$ cat src/rtl/core/mck_pkg.sv
// ----------------------------------------------------------------------------
// Morse keyer package
// Shared types, character codes and the symbol table for the keyer.
// ----------------------------------------------------------------------------
package mck_pkg;

   localparam int unsigned CHAR_W     = 8;
   localparam int unsigned UNIT_W     = 16;
   localparam int unsigned DUR_W      = 19;
   localparam int unsigned MULT_W     = 3;
   localparam int unsigned MAX_SYMS   = 6;
   localparam int unsigned LEN_W      = 3;
   localparam int unsigned NUM_CODES  = 40;
   localparam int unsigned IDX_W      = 6;

   localparam logic [UNIT_W-1:0] UNIT_RESET = 16'd250;

   // ASCII codes used by the lookup
   localparam logic [CHAR_W-1:0] CHAR_LOWER_A = 8'h61;
   localparam logic [CHAR_W-1:0] CHAR_LOWER_Z = 8'h7A;
   localparam logic [CHAR_W-1:0] CHAR_DIGIT_0 = 8'h30;
   localparam logic [CHAR_W-1:0] CHAR_DIGIT_9 = 8'h39;
   localparam logic [CHAR_W-1:0] CHAR_PERIOD  = 8'h2E;
   localparam logic [CHAR_W-1:0] CHAR_COMMA   = 8'h2C;
   localparam logic [CHAR_W-1:0] CHAR_QUEST   = 8'h3F;
   localparam logic [CHAR_W-1:0] CHAR_BANG    = 8'h21;
   localparam logic [CHAR_W-1:0] CHAR_SPACE   = 8'h20;

   localparam logic [IDX_W-1:0] IDX_DIGIT  = 6'd26;
   localparam logic [IDX_W-1:0] IDX_PERIOD = 6'd36;
   localparam logic [IDX_W-1:0] IDX_COMMA  = 6'd37;
   localparam logic [IDX_W-1:0] IDX_QUEST  = 6'd38;
   localparam logic [IDX_W-1:0] IDX_BANG   = 6'd39;

   // Element durations in units
   localparam logic [MULT_W-1:0] UNITS_DOT   = 3'd1;
   localparam logic [MULT_W-1:0] UNITS_DASH  = 3'd3;
   localparam logic [MULT_W-1:0] UNITS_GAP   = 3'd1;
   localparam logic [MULT_W-1:0] UNITS_TAIL  = 3'd3;
   localparam logic [MULT_W-1:0] UNITS_SPACE = 3'd5;
   localparam logic [MULT_W-1:0] UNITS_NONE  = 3'd0;

   typedef enum logic [1:0] {
      CLASS_SYMBOLS,
      CLASS_SPACE,
      CLASS_BAD
   } char_class_type;

   typedef enum logic [2:0] {
      EMIT_NONE,
      EMIT_MARK,
      EMIT_GAP,
      EMIT_TAIL,
      EMIT_SPACE,
      EMIT_BAD
   } emit_kind_type;

   // Symbols left-aligned, first symbol in the MSB, 1 = dash
   typedef struct packed {
      logic [LEN_W-1:0]    len;
      logic [MAX_SYMS-1:0] pattern;
   } sym_entry_type;

   typedef struct packed {
      char_class_type      char_class;
      logic [LEN_W-1:0]    len;
      logic [MAX_SYMS-1:0] pattern;
   } lookup_type;

   typedef struct packed {
      logic          load;
      logic          advance;
      emit_kind_type emit_kind;
   } mck_cmd_type;

   typedef struct packed {
      char_class_type char_class;
      logic           last_sym;
   } mck_status_type;

   localparam sym_entry_type SYM_TABLE [NUM_CODES] = '{
      '{3'd2, 6'b010000}, '{3'd4, 6'b100000}, '{3'd4, 6'b101000}, // a b c
      '{3'd3, 6'b100000}, '{3'd1, 6'b000000}, '{3'd4, 6'b001000}, // d e f
      '{3'd3, 6'b110000}, '{3'd4, 6'b000000}, '{3'd2, 6'b000000}, // g h i
      '{3'd4, 6'b011100}, '{3'd3, 6'b101000}, '{3'd4, 6'b010000}, // j k l
      '{3'd2, 6'b110000}, '{3'd2, 6'b100000}, '{3'd3, 6'b111000}, // m n o
      '{3'd4, 6'b011000}, '{3'd4, 6'b110100}, '{3'd3, 6'b010000}, // p q r
      '{3'd3, 6'b000000}, '{3'd1, 6'b100000}, '{3'd3, 6'b001000}, // s t u
      '{3'd4, 6'b000100}, '{3'd3, 6'b011000}, '{3'd4, 6'b100100}, // v w x
      '{3'd4, 6'b101100}, '{3'd4, 6'b110000},                     // y z
      '{3'd5, 6'b111110}, '{3'd5, 6'b011110}, '{3'd5, 6'b001110}, // 0 1 2
      '{3'd5, 6'b000110}, '{3'd5, 6'b000010}, '{3'd5, 6'b000000}, // 3 4 5
      '{3'd5, 6'b100000}, '{3'd5, 6'b110000}, '{3'd5, 6'b111000}, // 6 7 8
      '{3'd5, 6'b111100},                                         // 9
      '{3'd6, 6'b000000}, '{3'd6, 6'b010101},                     // . ,
      '{3'd6, 6'b001100}, '{3'd6, 6'b110011}                      // ? !
   };

   function automatic lookup_type mck_lookup(input logic [CHAR_W-1:0] c);
      lookup_type       res;
      logic [IDX_W-1:0] idx;
      logic             hit;
      logic [CHAR_W-1:0] off_a;
      logic [CHAR_W-1:0] off_0;
      off_a = c - CHAR_LOWER_A;
      off_0 = c - CHAR_DIGIT_0;
      hit   = 1'b1;
      idx   = '0;
      if (c >= CHAR_LOWER_A && c <= CHAR_LOWER_Z) begin
         idx = off_a[IDX_W-1:0];
      end else if (c >= CHAR_DIGIT_0 && c <= CHAR_DIGIT_9) begin
         idx = IDX_DIGIT + off_0[IDX_W-1:0];
      end else if (c == CHAR_PERIOD) begin
         idx = IDX_PERIOD;
      end else if (c == CHAR_COMMA) begin
         idx = IDX_COMMA;
      end else if (c == CHAR_QUEST) begin
         idx = IDX_QUEST;
      end else if (c == CHAR_BANG) begin
         idx = IDX_BANG;
      end else begin
         hit = 1'b0;
      end
      res.len     = SYM_TABLE[idx].len;
      res.pattern = SYM_TABLE[idx].pattern;
      if (c == CHAR_SPACE) begin
         res.char_class = CLASS_SPACE;
      end else if (hit) begin
         res.char_class = CLASS_SYMBOLS;
      end else begin
         res.char_class = CLASS_BAD;
      end
      return res;
   endfunction

endpackage

$ cat src/rtl/core/morse_character_keyer.sv
// ----------------------------------------------------------------------------
// Morse character keyer
// Expands one character word into a run of timed LED key elements.
// ----------------------------------------------------------------------------
// A character is taken when start is high while busy is low. Letters a-z,
// digits, . , ? ! give dot and dash marks with one-unit gaps between them and
// a three-unit off element at the end; a space gives one five-unit off
// element; any other code gives one word with rsp_bad_char set and zero
// duration. Each element is one rsp_ word, shown for exactly one cycle with
// rsp_valid high; the receiver cannot stall, so it must take every strobe.
// Within a character, elements come out one per cycle; the accepting edge
// moves the controller out of idle, and each element then passes through
// the result register. A character of n symbols (six at most, for the
// punctuation) keeps busy high through n marks, n-1 gaps and the tail, one
// element per state of the controller; space and bad codes use one state.
// rsp_last marks the final element of each character. The unit length
// (csr_unit_ticks, reset 250) is written through the csr_ port, which is
// always ready; write it only while busy is low and no element is pending.
// ----------------------------------------------------------------------------
module morse_character_keyer import mck_pkg::*; (
   input  logic                clock,
   input  logic                reset,
   // character request
   input  logic                start,
   output logic                busy,
   input  logic [CHAR_W-1:0]   req_char_code,
   // unit length register
   input  logic                csr_valid,
   output logic                csr_ready,
   input  logic [UNIT_W-1:0]   csr_unit_ticks,
   // element results
   output logic                rsp_valid,
   output logic                rsp_led_on,
   output logic [DUR_W-1:0]    rsp_duration_ticks,
   output logic                rsp_bad_char,
   output logic                rsp_last
);

   mck_cmd_type    cmd;
   mck_status_type status;

   // register is writable at any time; users keep writes to idle periods
   assign csr_ready = 1'b1;

   // sequencer: IDLE -> MARK (-> GAP -> MARK)* -> TAIL, or SPACE / BAD
   mck_ctrl u_ctrl (
      .clock  (clock),
      .reset  (reset),
      .start  (start),
      .busy   (busy),
      .status (status),
      .cmd    (cmd)
   );

   // symbol shifter, unit register, duration product and result register
   mck_datapath u_datapath (
      .clock              (clock),
      .reset              (reset),
      .req_char_code      (req_char_code),
      .csr_write          (csr_valid & csr_ready),
      .csr_unit_ticks     (csr_unit_ticks),
      .cmd                (cmd),
      .status             (status),
      .rsp_valid          (rsp_valid),
      .rsp_led_on         (rsp_led_on),
      .rsp_duration_ticks (rsp_duration_ticks),
      .rsp_bad_char       (rsp_bad_char),
      .rsp_last           (rsp_last)
   );

`ifndef SYNTHESIS
   // a taken character always starts a run
   assert property (@(posedge clock) disable iff (reset)
      (start && !busy) |=> busy)
      else $error("keyer not busy after accepting a character");

   // final element comes out as the controller returns to idle
   assert property (@(posedge clock) disable iff (reset)
      (rsp_valid && rsp_last) |-> !busy)
      else $error("last element shown while still busy");

   // a bad code gives one dark, zero-length, final word
   assert property (@(posedge clock) disable iff (reset)
      (rsp_valid && rsp_bad_char) |->
         (rsp_last && !rsp_led_on && rsp_duration_ticks == '0))
      else $error("bad character word malformed");

   // every run ends dark: a mark is never the final element
   assert property (@(posedge clock) disable iff (reset)
      (rsp_valid && rsp_led_on) |-> !rsp_last)
      else $error("mark element flagged as last");

   // strobes only follow an accepted character
   assert property (@(posedge clock) disable iff (reset)
      (rsp_valid && !$past(busy)) |-> $past(start))
      else $error("result strobe without a character");
`endif

endmodule

$ cat src/rtl/core/mck_ctrl.sv
// ----------------------------------------------------------------------------
// Morse keyer controller
// Walks one character through mark, gap and tail elements.
// ----------------------------------------------------------------------------
module mck_ctrl import mck_pkg::*; (
   input  logic           clock,
   input  logic           reset,
   input  logic           start,
   output logic           busy,
   input  mck_status_type status,
   output mck_cmd_type    cmd
);

   typedef enum logic [2:0] {
      ST_IDLE,
      ST_MARK,
      ST_GAP,
      ST_TAIL,
      ST_SPACE,
      ST_BAD
   } state_type;

   state_type state_ff;
   state_type state_in;

   always_comb begin
      state_in      = state_ff;
      cmd.load      = 1'b0;
      cmd.advance   = 1'b0;
      cmd.emit_kind = EMIT_NONE;
      unique case (state_ff)
         ST_IDLE: begin
            if (start) begin
               cmd.load = 1'b1;
               unique case (status.char_class)
                  CLASS_SPACE: state_in = ST_SPACE;
                  CLASS_BAD:   state_in = ST_BAD;
                  default:     state_in = ST_MARK;
               endcase
            end
         end
         ST_MARK: begin
            cmd.emit_kind = EMIT_MARK;
            state_in      = status.last_sym ? ST_TAIL : ST_GAP;
         end
         ST_GAP: begin
            cmd.emit_kind = EMIT_GAP;
            cmd.advance   = 1'b1;
            state_in      = ST_MARK;
         end
         ST_TAIL: begin
            cmd.emit_kind = EMIT_TAIL;
            state_in      = ST_IDLE;
         end
         ST_SPACE: begin
            cmd.emit_kind = EMIT_SPACE;
            state_in      = ST_IDLE;
         end
         ST_BAD: begin
            cmd.emit_kind = EMIT_BAD;
            state_in      = ST_IDLE;
         end
         default: state_in = ST_IDLE;
      endcase
   end

   always_ff @(posedge clock) begin
      if (reset) begin
         state_ff <= ST_IDLE;
      end else begin
         state_ff <= state_in;
      end
   end

   assign busy = (state_ff != ST_IDLE);

endmodule

$ cat src/rtl/core/mck_datapath.sv
// ----------------------------------------------------------------------------
// Morse keyer datapath
// Symbol shift register, unit length register and the result register.
// ----------------------------------------------------------------------------
module mck_datapath import mck_pkg::*; (
   input  logic                clock,
   input  logic                reset,
   input  logic [CHAR_W-1:0]   req_char_code,
   input  logic                csr_write,
   input  logic [UNIT_W-1:0]   csr_unit_ticks,
   input  mck_cmd_type         cmd,
   output mck_status_type      status,
   output logic                rsp_valid,
   output logic                rsp_led_on,
   output logic [DUR_W-1:0]    rsp_duration_ticks,
   output logic                rsp_bad_char,
   output logic                rsp_last
);

   lookup_type          lookup_w;
   logic [MAX_SYMS-1:0] pattern_ff;
   logic [LEN_W-1:0]    remain_ff;
   logic [UNIT_W-1:0]   unit_ff;
   logic [MULT_W-1:0]   units_w;
   logic                led_in;
   logic                bad_in;
   logic                last_in;
   logic [DUR_W-1:0]    dur_in;
   logic                valid_ff;
   logic                led_ff;
   logic [DUR_W-1:0]    dur_ff;
   logic                bad_ff;
   logic                last_ff;

   assign lookup_w          = mck_lookup(req_char_code);
   assign status.char_class = lookup_w.char_class;
   assign status.last_sym   = (remain_ff == '0);

   // next element from the command
   always_comb begin
      units_w = UNITS_NONE;
      led_in  = 1'b0;
      bad_in  = 1'b0;
      last_in = 1'b0;
      unique case (cmd.emit_kind)
         EMIT_MARK: begin
            led_in  = 1'b1;
            units_w = pattern_ff[MAX_SYMS-1] ? UNITS_DASH : UNITS_DOT;
         end
         EMIT_GAP:   units_w = UNITS_GAP;
         EMIT_TAIL: begin
            units_w = UNITS_TAIL;
            last_in = 1'b1;
         end
         EMIT_SPACE: begin
            units_w = UNITS_SPACE;
            last_in = 1'b1;
         end
         EMIT_BAD: begin
            bad_in  = 1'b1;
            last_in = 1'b1;
         end
         default: units_w = UNITS_NONE;
      endcase
   end

   // small 16x3 product, fits 19 bits
   assign dur_in = {{(DUR_W-UNIT_W){1'b0}}, unit_ff} * {{(DUR_W-MULT_W){1'b0}}, units_w};

   always_ff @(posedge clock) begin
      if (reset) begin
         unit_ff  <= UNIT_RESET;
         valid_ff <= 1'b0;
      end else begin
         if (csr_write) begin
            unit_ff <= csr_unit_ticks;
         end
         valid_ff <= (cmd.emit_kind != EMIT_NONE);
      end
   end

   always_ff @(posedge clock) begin
      if (cmd.load) begin
         pattern_ff <= lookup_w.pattern;
         remain_ff  <= lookup_w.len - 3'd1;
      end else if (cmd.advance) begin
         pattern_ff <= {pattern_ff[MAX_SYMS-2:0], 1'b0};
         remain_ff  <= remain_ff - 3'd1;
      end
      led_ff  <= led_in;
      dur_ff  <= dur_in;
      bad_ff  <= bad_in;
      last_ff <= last_in;
   end

   assign rsp_valid          = valid_ff;
   assign rsp_led_on         = led_ff;
   assign rsp_duration_ticks = dur_ff;
   assign rsp_bad_char       = bad_ff;
   assign rsp_last           = last_ff;

endmodule

$ cat config.mk
export PLATFORM = sky130hd
export DESIGN_NAME = morse_character_keyer
export DESIGN_NICKNAME = d
export VERILOG_FILES = /design/src/rtl/core/mck_pkg.sv /design/src/rtl/core/morse_character_keyer.sv /design/src/rtl/core/mck_ctrl.sv /design/src/rtl/core/mck_datapath.sv
export SDC_FILE = /design/constraint.sdc
export NUM_CORES = 1
export LEC_CHECK = 0
export ABC_CLOCK_PERIOD_IN_PS = 3790
export CAP_MARGIN = 20
export CORE_MARGIN = 4
export CORE_UTILIZATION = 45
export CTS_BUF_LIST = sky130_fd_sc_hd__clkbuf_16
export DETAILED_ROUTE_END_ITERATION = 10
export DONT_BUFFER_PORTS = 1
export SLEW_MARGIN = 20
export SYNTH_ARGS = -nofsm -noshare
export SYNTH_HDL_FRONTEND = slang
export SYNTH_SLANG_ARGS = --single-unit
$ cat constraint.sdc
create_clock -name clock -period 3.79 [get_ports clock]
set_clock_uncertainty 0.15 [all_clocks]
set_input_delay 0.379 -clock clock [delete_from_list [all_inputs] [get_ports clock]]
set_output_delay 0.379 -clock clock [all_outputs]
set_load 0.05 [all_outputs]
* After elaboration in Yosys (flattened, before gate mapping)
Memories as Yosys holds them, arrays and structs flattened. Cells that the tools add are included.
Word-level totals: register bits after elaboration 51, ROM bits 576, input bits 28, output and inout bits 25, logic and storage cells 81, memories kept 1
Memories:
- (no name shown) | words 64, width 9, read ports 1, clocked after memory_dff 0, wr ports 0, RTL line mck_pkg.sv:124 | res.len = SYM_TABLE[idx].len;
Cells by class: add/sub/neg operators 5, $mul 1, order comparisons 5, eq/ne operators 18, multiplexer cells 33, bitwise operators 1, reduce and logical (&&, ||, !) cells 8
Operators with widths (number):
- two-way mux 6 bit | 8
- == test 8 x 6 -> 1 bit, second input constant | 5
- multiplier 16 x 3 -> 19 bit | 1
- two-way mux 9 bit | 2
- one-hot mux 3 bit (5 select lines) | 1
- two-way mux 1 bit | 13
- == test 3 x 2 -> 1 bit, second input constant | 4
- == test 3 bit, second input constant | 4
- one-hot mux 3 bit (4 select lines) | 1
- subtractor 6 bit, second input constant | 2
- two-way mux 3 bit | 3
- one-hot mux 3 bit (3 select lines) | 1
- >= comparator 8 x 6 -> 1 bit, second input constant | 1
- >= comparator 8 x 7 -> 1 bit, second input constant | 1
- less-or-equal comparator 8 x 6 -> 1 bit, second input constant | 1
- less-or-equal comparator 8 x 7 -> 1 bit, second input constant | 1
- >= comparator 7 bit, second input constant | 1
- NOT 6 -> 7 bit | 1
- adder 5 x 6 -> 6 bit, first input constant | 1
- == test 3 x 1 -> 1 bit, second input constant | 2
- logical NOT 3 bit | 2
- two-way mux 2 bit | 3
- one-hot mux 3 bit (2 select lines) | 1
- nonzero test 3 bit | 2
- 7 further kinds | 9

* Depth between registers and ports, before layout
depth in word-level cells 13, gate-level depth with buffers 16, mapped depth without buffers 15

* Cells and area by module
From an unflattened synthesis, not the netlist that was laid out.
Unflattened totals: cell total of the unflattened synthesis 467, area, all modules 4032.6 um2
Modules (own cells, without submodules):
- mck_datapath | instances 1, cells an instance 447, area each 3843.7 um2, sequential area each 1051.0 um2
- mck_ctrl | instances 1, cells an instance 18, area each 177.7 um2, sequential area each 60.1 um2
- morse_character_keyer | instances 1, cells an instance 2, area each 11.3 um2, sequential area each 0.0 um2

* Worst setup path after synthesis
No wires, ideal clock.
kind register -> register, from reg u_ctrl.state_ff[0], to reg u_datapath.dur_ff[18], in the netlist u_datapath.rsp_duration_ticks[18], library setup time 0.126 ns, data arrival time 3.784 ns, data required time 3.514 ns, slack -0.270 ns, cell stages (with the launch flop) 17, path buffers 2, clock period less this slack 4.060 ns, cell sequence dfxtp_1 -> clkbuf_1 -> inv_1 -> nor3_1 -> clkbuf_1 -> nand2_1 -> fa_1 -> inv_1 -> fa_1 -> a21o_1 -> nand2_1 -> a21boi_0 -> o311ai_0 -> a31oi_1 -> a21o_1 -> a21oi_1 -> o21ai_0
Between the ends: longest elaborated chain between the ends 5, elaborated cells on any way between the ends 12, classes of those cells mul: 1; eq/ne: 9; mux: 2
RTL lines:
- from (decl) | RTL line mck_ctrl.sv:23 | state_type state_ff;
- from (signal assigned) | RTL line mck_ctrl.sv:71 | state_ff <= state_in;
- == test 3 bit, or another cell as far along | RTL line mck_ctrl.sv:31 | unique case (state_ff)
- one-hot mux 3 bit (5 select lines) (*) | RTL line mck_ctrl.sv:31
- == test 3 bit, or another cell as far along | RTL line mck_datapath.sv:45 | unique case (cmd.emit_kind)
- one-hot mux 3 bit (4 select lines) (*) | RTL line mck_datapath.sv:45
- multiplier 16 x 3 -> 19 bit (*) | RTL line mck_datapath.sv:68 | assign dur_in = {{(DUR_W-UNIT_W){1'b0}}, unit_ff} * {{(DUR_W-MULT_W){1'b0}}, units_w};
- named net u_datapath.dur_in[18] | RTL line mck_datapath.sv:28 | logic [DUR_W-1:0] dur_in;
- to (signal assigned) | RTL line mck_datapath.sv:91 | dur_ff <= dur_in;
- to (decl) | RTL line mck_datapath.sv:31 | logic [DUR_W-1:0] dur_ff;
Mark *: on every way through the listed nets, which the timed path passes. The rest lies on a longest branch. A chain may end at the register's enable or synchronous reset.

* Final worst setup path
from reg u_ctrl.state_ff[1], to reg u_datapath.dur_ff[16], in the netlist u_datapath.rsp_duration_ticks[16]
The elaborated chain is that of the path after synthesis.

==> impl_results.md <==
* Status: finished, final reports clean
* Largest family of logic cells by synthesized area: simple AND/OR/NAND/NOR gates
* Final nets at 547
* Die extent in y at 101.8 um
* Maximum VDD drop at 0.2169 mV
* Fin crit period at 3563 ps
* Setup bufs post-CTS at 0
* Area share of the largest cell type after synthesis at 21.22%
* Hold violation count in the final report at 0
* Critical path data required time at 3870 ps
* Share of layout cells above drive strength 1 at 14.65%
* Initial antenna violation count at 0
* CTS Buf Count at 5
* Yosys warns at 0
* Post-Layout Cell Count at 576
* Worst-Skew Late Latency at 290 ps
* Ant diodes at 0
* Post-synthesis compound-gate area fraction at 19.70%
* Gr ovfl total at 0
* Ports at 53
* Placed cells at 567
* Leak at 0.002029 uW
* Routed wl met2 at 3.839 mm
* CTS Sinks at 51
* Sequential area share after synthesis at 28.04%
* Arr. time, crit path at 3640 ps
* Detailed Place HPWL at 6.599 mm
* DRC at 0
* Synth Register Bits at 51
* PD cells at 391.3 nW/um2
* Die width at 101.8 um
* Uppermost layer routed: met3
* Fin area at 4461 um2
* First-pass GRT wire length at 14.63 mm
* Max Cap Violations at 0
* Relative slew slack at 64.97%
* Placed inst area at 4205 um2
* Worst min path class: input pin to flop
* DR vias at 3201
* Post-Synthesis Cells at 455
* Port buffer count at 0
* Adder-cell share of the synthesized area at 18.31%
* Vias in the first global route at 3100
* WS Path Type: flop to flop
* Least-Margin Pin Slew at 524.7 ps
* Post-Syn Area at 3963 um2
* Routed WL per cell at 15.19 um
* Die ar. at 10370 um2
* Post-Synth XOR/XNOR Area at 3.757%
* Gr usage total at 17.44%
* CTS tree: yes
* Routed vias/inst at 5.557
* Largest net degree at the start of global routing at 23
* Routability congestion estimate at 0.8961
* Drt pass-1 iters at 4
* Ys flop type: dfxtp_1
* DRT met1 WL at 4.420 mm
* Synth unique cells at 76
* CTS clk-pin slew, worst paths at 70 ps
* H-tree depth at 2
* Area grow syn2layout at 12.57%
* Core area at 8382 um2
* Post-synthesis mux area share at 3.031%
* Routed WL at 8.749 mm
* CP max FO at 7
* DR WL met3 at 489 um
* Worst hold slack at 8.696 ps
* Net Count, Synth at 532
* Critical path endpoint category: flop
* Max Freq at 280.6 MHz
* Max-slew violation count at 0
* Startpoint Class: flop
* CTS Root Cell: clkbuf_16
* Mean Syn Cell Area at 8.709 um2
* Most area-hungry cell type in the Yosys netlist: dfxtp_1
* DRT iter0 DRCs at 149
* Synth async-reset ratio at 0%
* Max clock buf depth at 2
* Fillers at 812
* Largest cells by area after synthesis: dfxtp_1, ha_1, fa_1
* Simple-gate area share of the yosys netlist at 21.22%
* Starting Density at 47.28%
* Post-synth EDFFs at 9
* Period utilization at 94.02%
* Setup violators final at 0
* Worst setup margin at 226.6 ps
* Place WS at -24.74 ps
* Antenna viol nets, final at 0
* # rows at 33
[path summary, 6_finish.rpt]
path,endpoint,depth (start not counted),slack (ps),startpoint
worst max-delay path,u_datapath.rsp_duration_ticks[16]$_DFF_P_,15,230,u_ctrl.state_ff[1]$_SDFFE_PP0P_
worst min-delay path,u_datapath.unit_ff[2]$_SDFFE_PP0P_,1,9,reset
worst max register to register,u_datapath.rsp_duration_ticks[16]$_DFF_P_,15,230,u_ctrl.state_ff[1]$_SDFFE_PP0P_
worst min register to register,u_datapath.rsp_duration_ticks[0]$_DFF_P_,1,370,u_datapath.unit_ff[0]$_SDFFE_PP0P_
[cells by family after synthesis]
group / count (synthesis)
XOR/XNOR: 17
adder cells (fa/ha/maj): 49
multiplexers: 12
other: 1
AND/OR/NAND/NOR: 169
buffers and inverters: 55
flip-flops: 51
AO/OA/AOI/OAI: 101
[state kept, by name, summed over array words and instances (netlist names)]
| signal | flops |
|---|---|
| u_ctrl.state_ff | 3 |
| u_datapath.remain_ff | 3 |
| u_datapath.rsp_valid | 1 |
| u_datapath.rsp_last | 1 |
| u_datapath.pattern_ff | 6 |
| u_datapath.rsp_bad_char | 1 |
| u_datapath.unit_ff | 16 |
| u_datapath.rsp_duration_ticks | 19 |
| u_datapath.rsp_led_on | 1 |
[critical path, cell delays in order (launching register included)]
cell	delay (ps)
dfxtp_4	380
nand2b_2	220
nor2_4	190
and2_4	170
fa_1	380
ha_2	200
fa_1	380
a21o_1	190
nand2_1	80
a21boi_1	100
o311ai_2	310
buf_4	170
a31oi_1	90
a21o_1	200
a21oi_2	160
xnor2_1	130
[Yosys cell counts, types with 3 or more instances]
cell type / n
nor2b_1: 7
buf_2: 5
xor2_1: 5
buf_4: 3
xnor2_1: 12
nand2_1: 57
inv_1: 33
nor3_1: 11
a21oi_1: 18
o211a_1: 3
o21a_1: 6
dfxtp_1: 42
edfxtp_1: 9
nand3_1: 7
nor2_1: 40
and2_1: 17
a21o_1: 6
a211o_1: 8
or3_1: 5
a211oi_1: 9
a31oi_1: 5
ha_1: 34
fa_1: 15
clkbuf_1: 10
mux2i_1: 12
o21ai_0: 11
nand2b_1: 3
[power breakdown]
part           switching, uW  leakage, uW  internal, uW  total (uW)
Combinational            249      0.00152           192         442
Sequential               201     0.000436           639         840
Clock                    213    0.0000748           251         464
[metrics by stage]
stage / utilization, % / total power, uW / setup TNS, ps
after global routing: 53.22 / 1854 / -5.820
after CTS: 52.20 / 1736 / 0
final: 53.22 / 1746 / 0
after floorplan: - / 1171 / 0
after global placement: 50.17 / 1262 / 0
after detailed placement: 50.17 / 1266 / -24.74
[what timing repair did]
item | CTS | global route
pin swaps | 0 | 5
hold buffers | 1 | 0
gates resized for setup | 2 | 23
endpoints found under the setup margin | 2 | 5
hold endpoints to repair | 9 | 0
[final cells by class]
type                    count  area [um2]  area share, %
multi-input cells         349        2706          60.67
clock inverters             3       26.28         0.5891
clock buffers               5       125.1          2.805
well taps                 105       131.4          2.945
repair buffers             29       224.0          5.021
inverters                  34       127.6          2.861
flip-flops and latches     51        1120          25.11
[layer usage]
layer | global-route usage (%) | vias up
li1 | - | 1614
met1 | 25.71 | 1520
met2 | 26.61 | 67
met3 | 3.891 | 0
met4 | 3.128 | 0
met5 | 0 | -
[placed cells by master, fill, tap and decap left out, types with 10 or more instances in the layout]
cell type,netlist,final
a21oi_1,18,17
ha_1,34,33
xnor2_1,12,12
inv_1,33,33
nand2_1,57,57
o21ai_0,11,10
dfxtp_1,42,39
mux2i_1,12,12
nor2_1,40,38
buf_4,3,27
and2_1,17,15
fa_1,15,15
No activity file was read; power rests on OpenSTA's default activity.
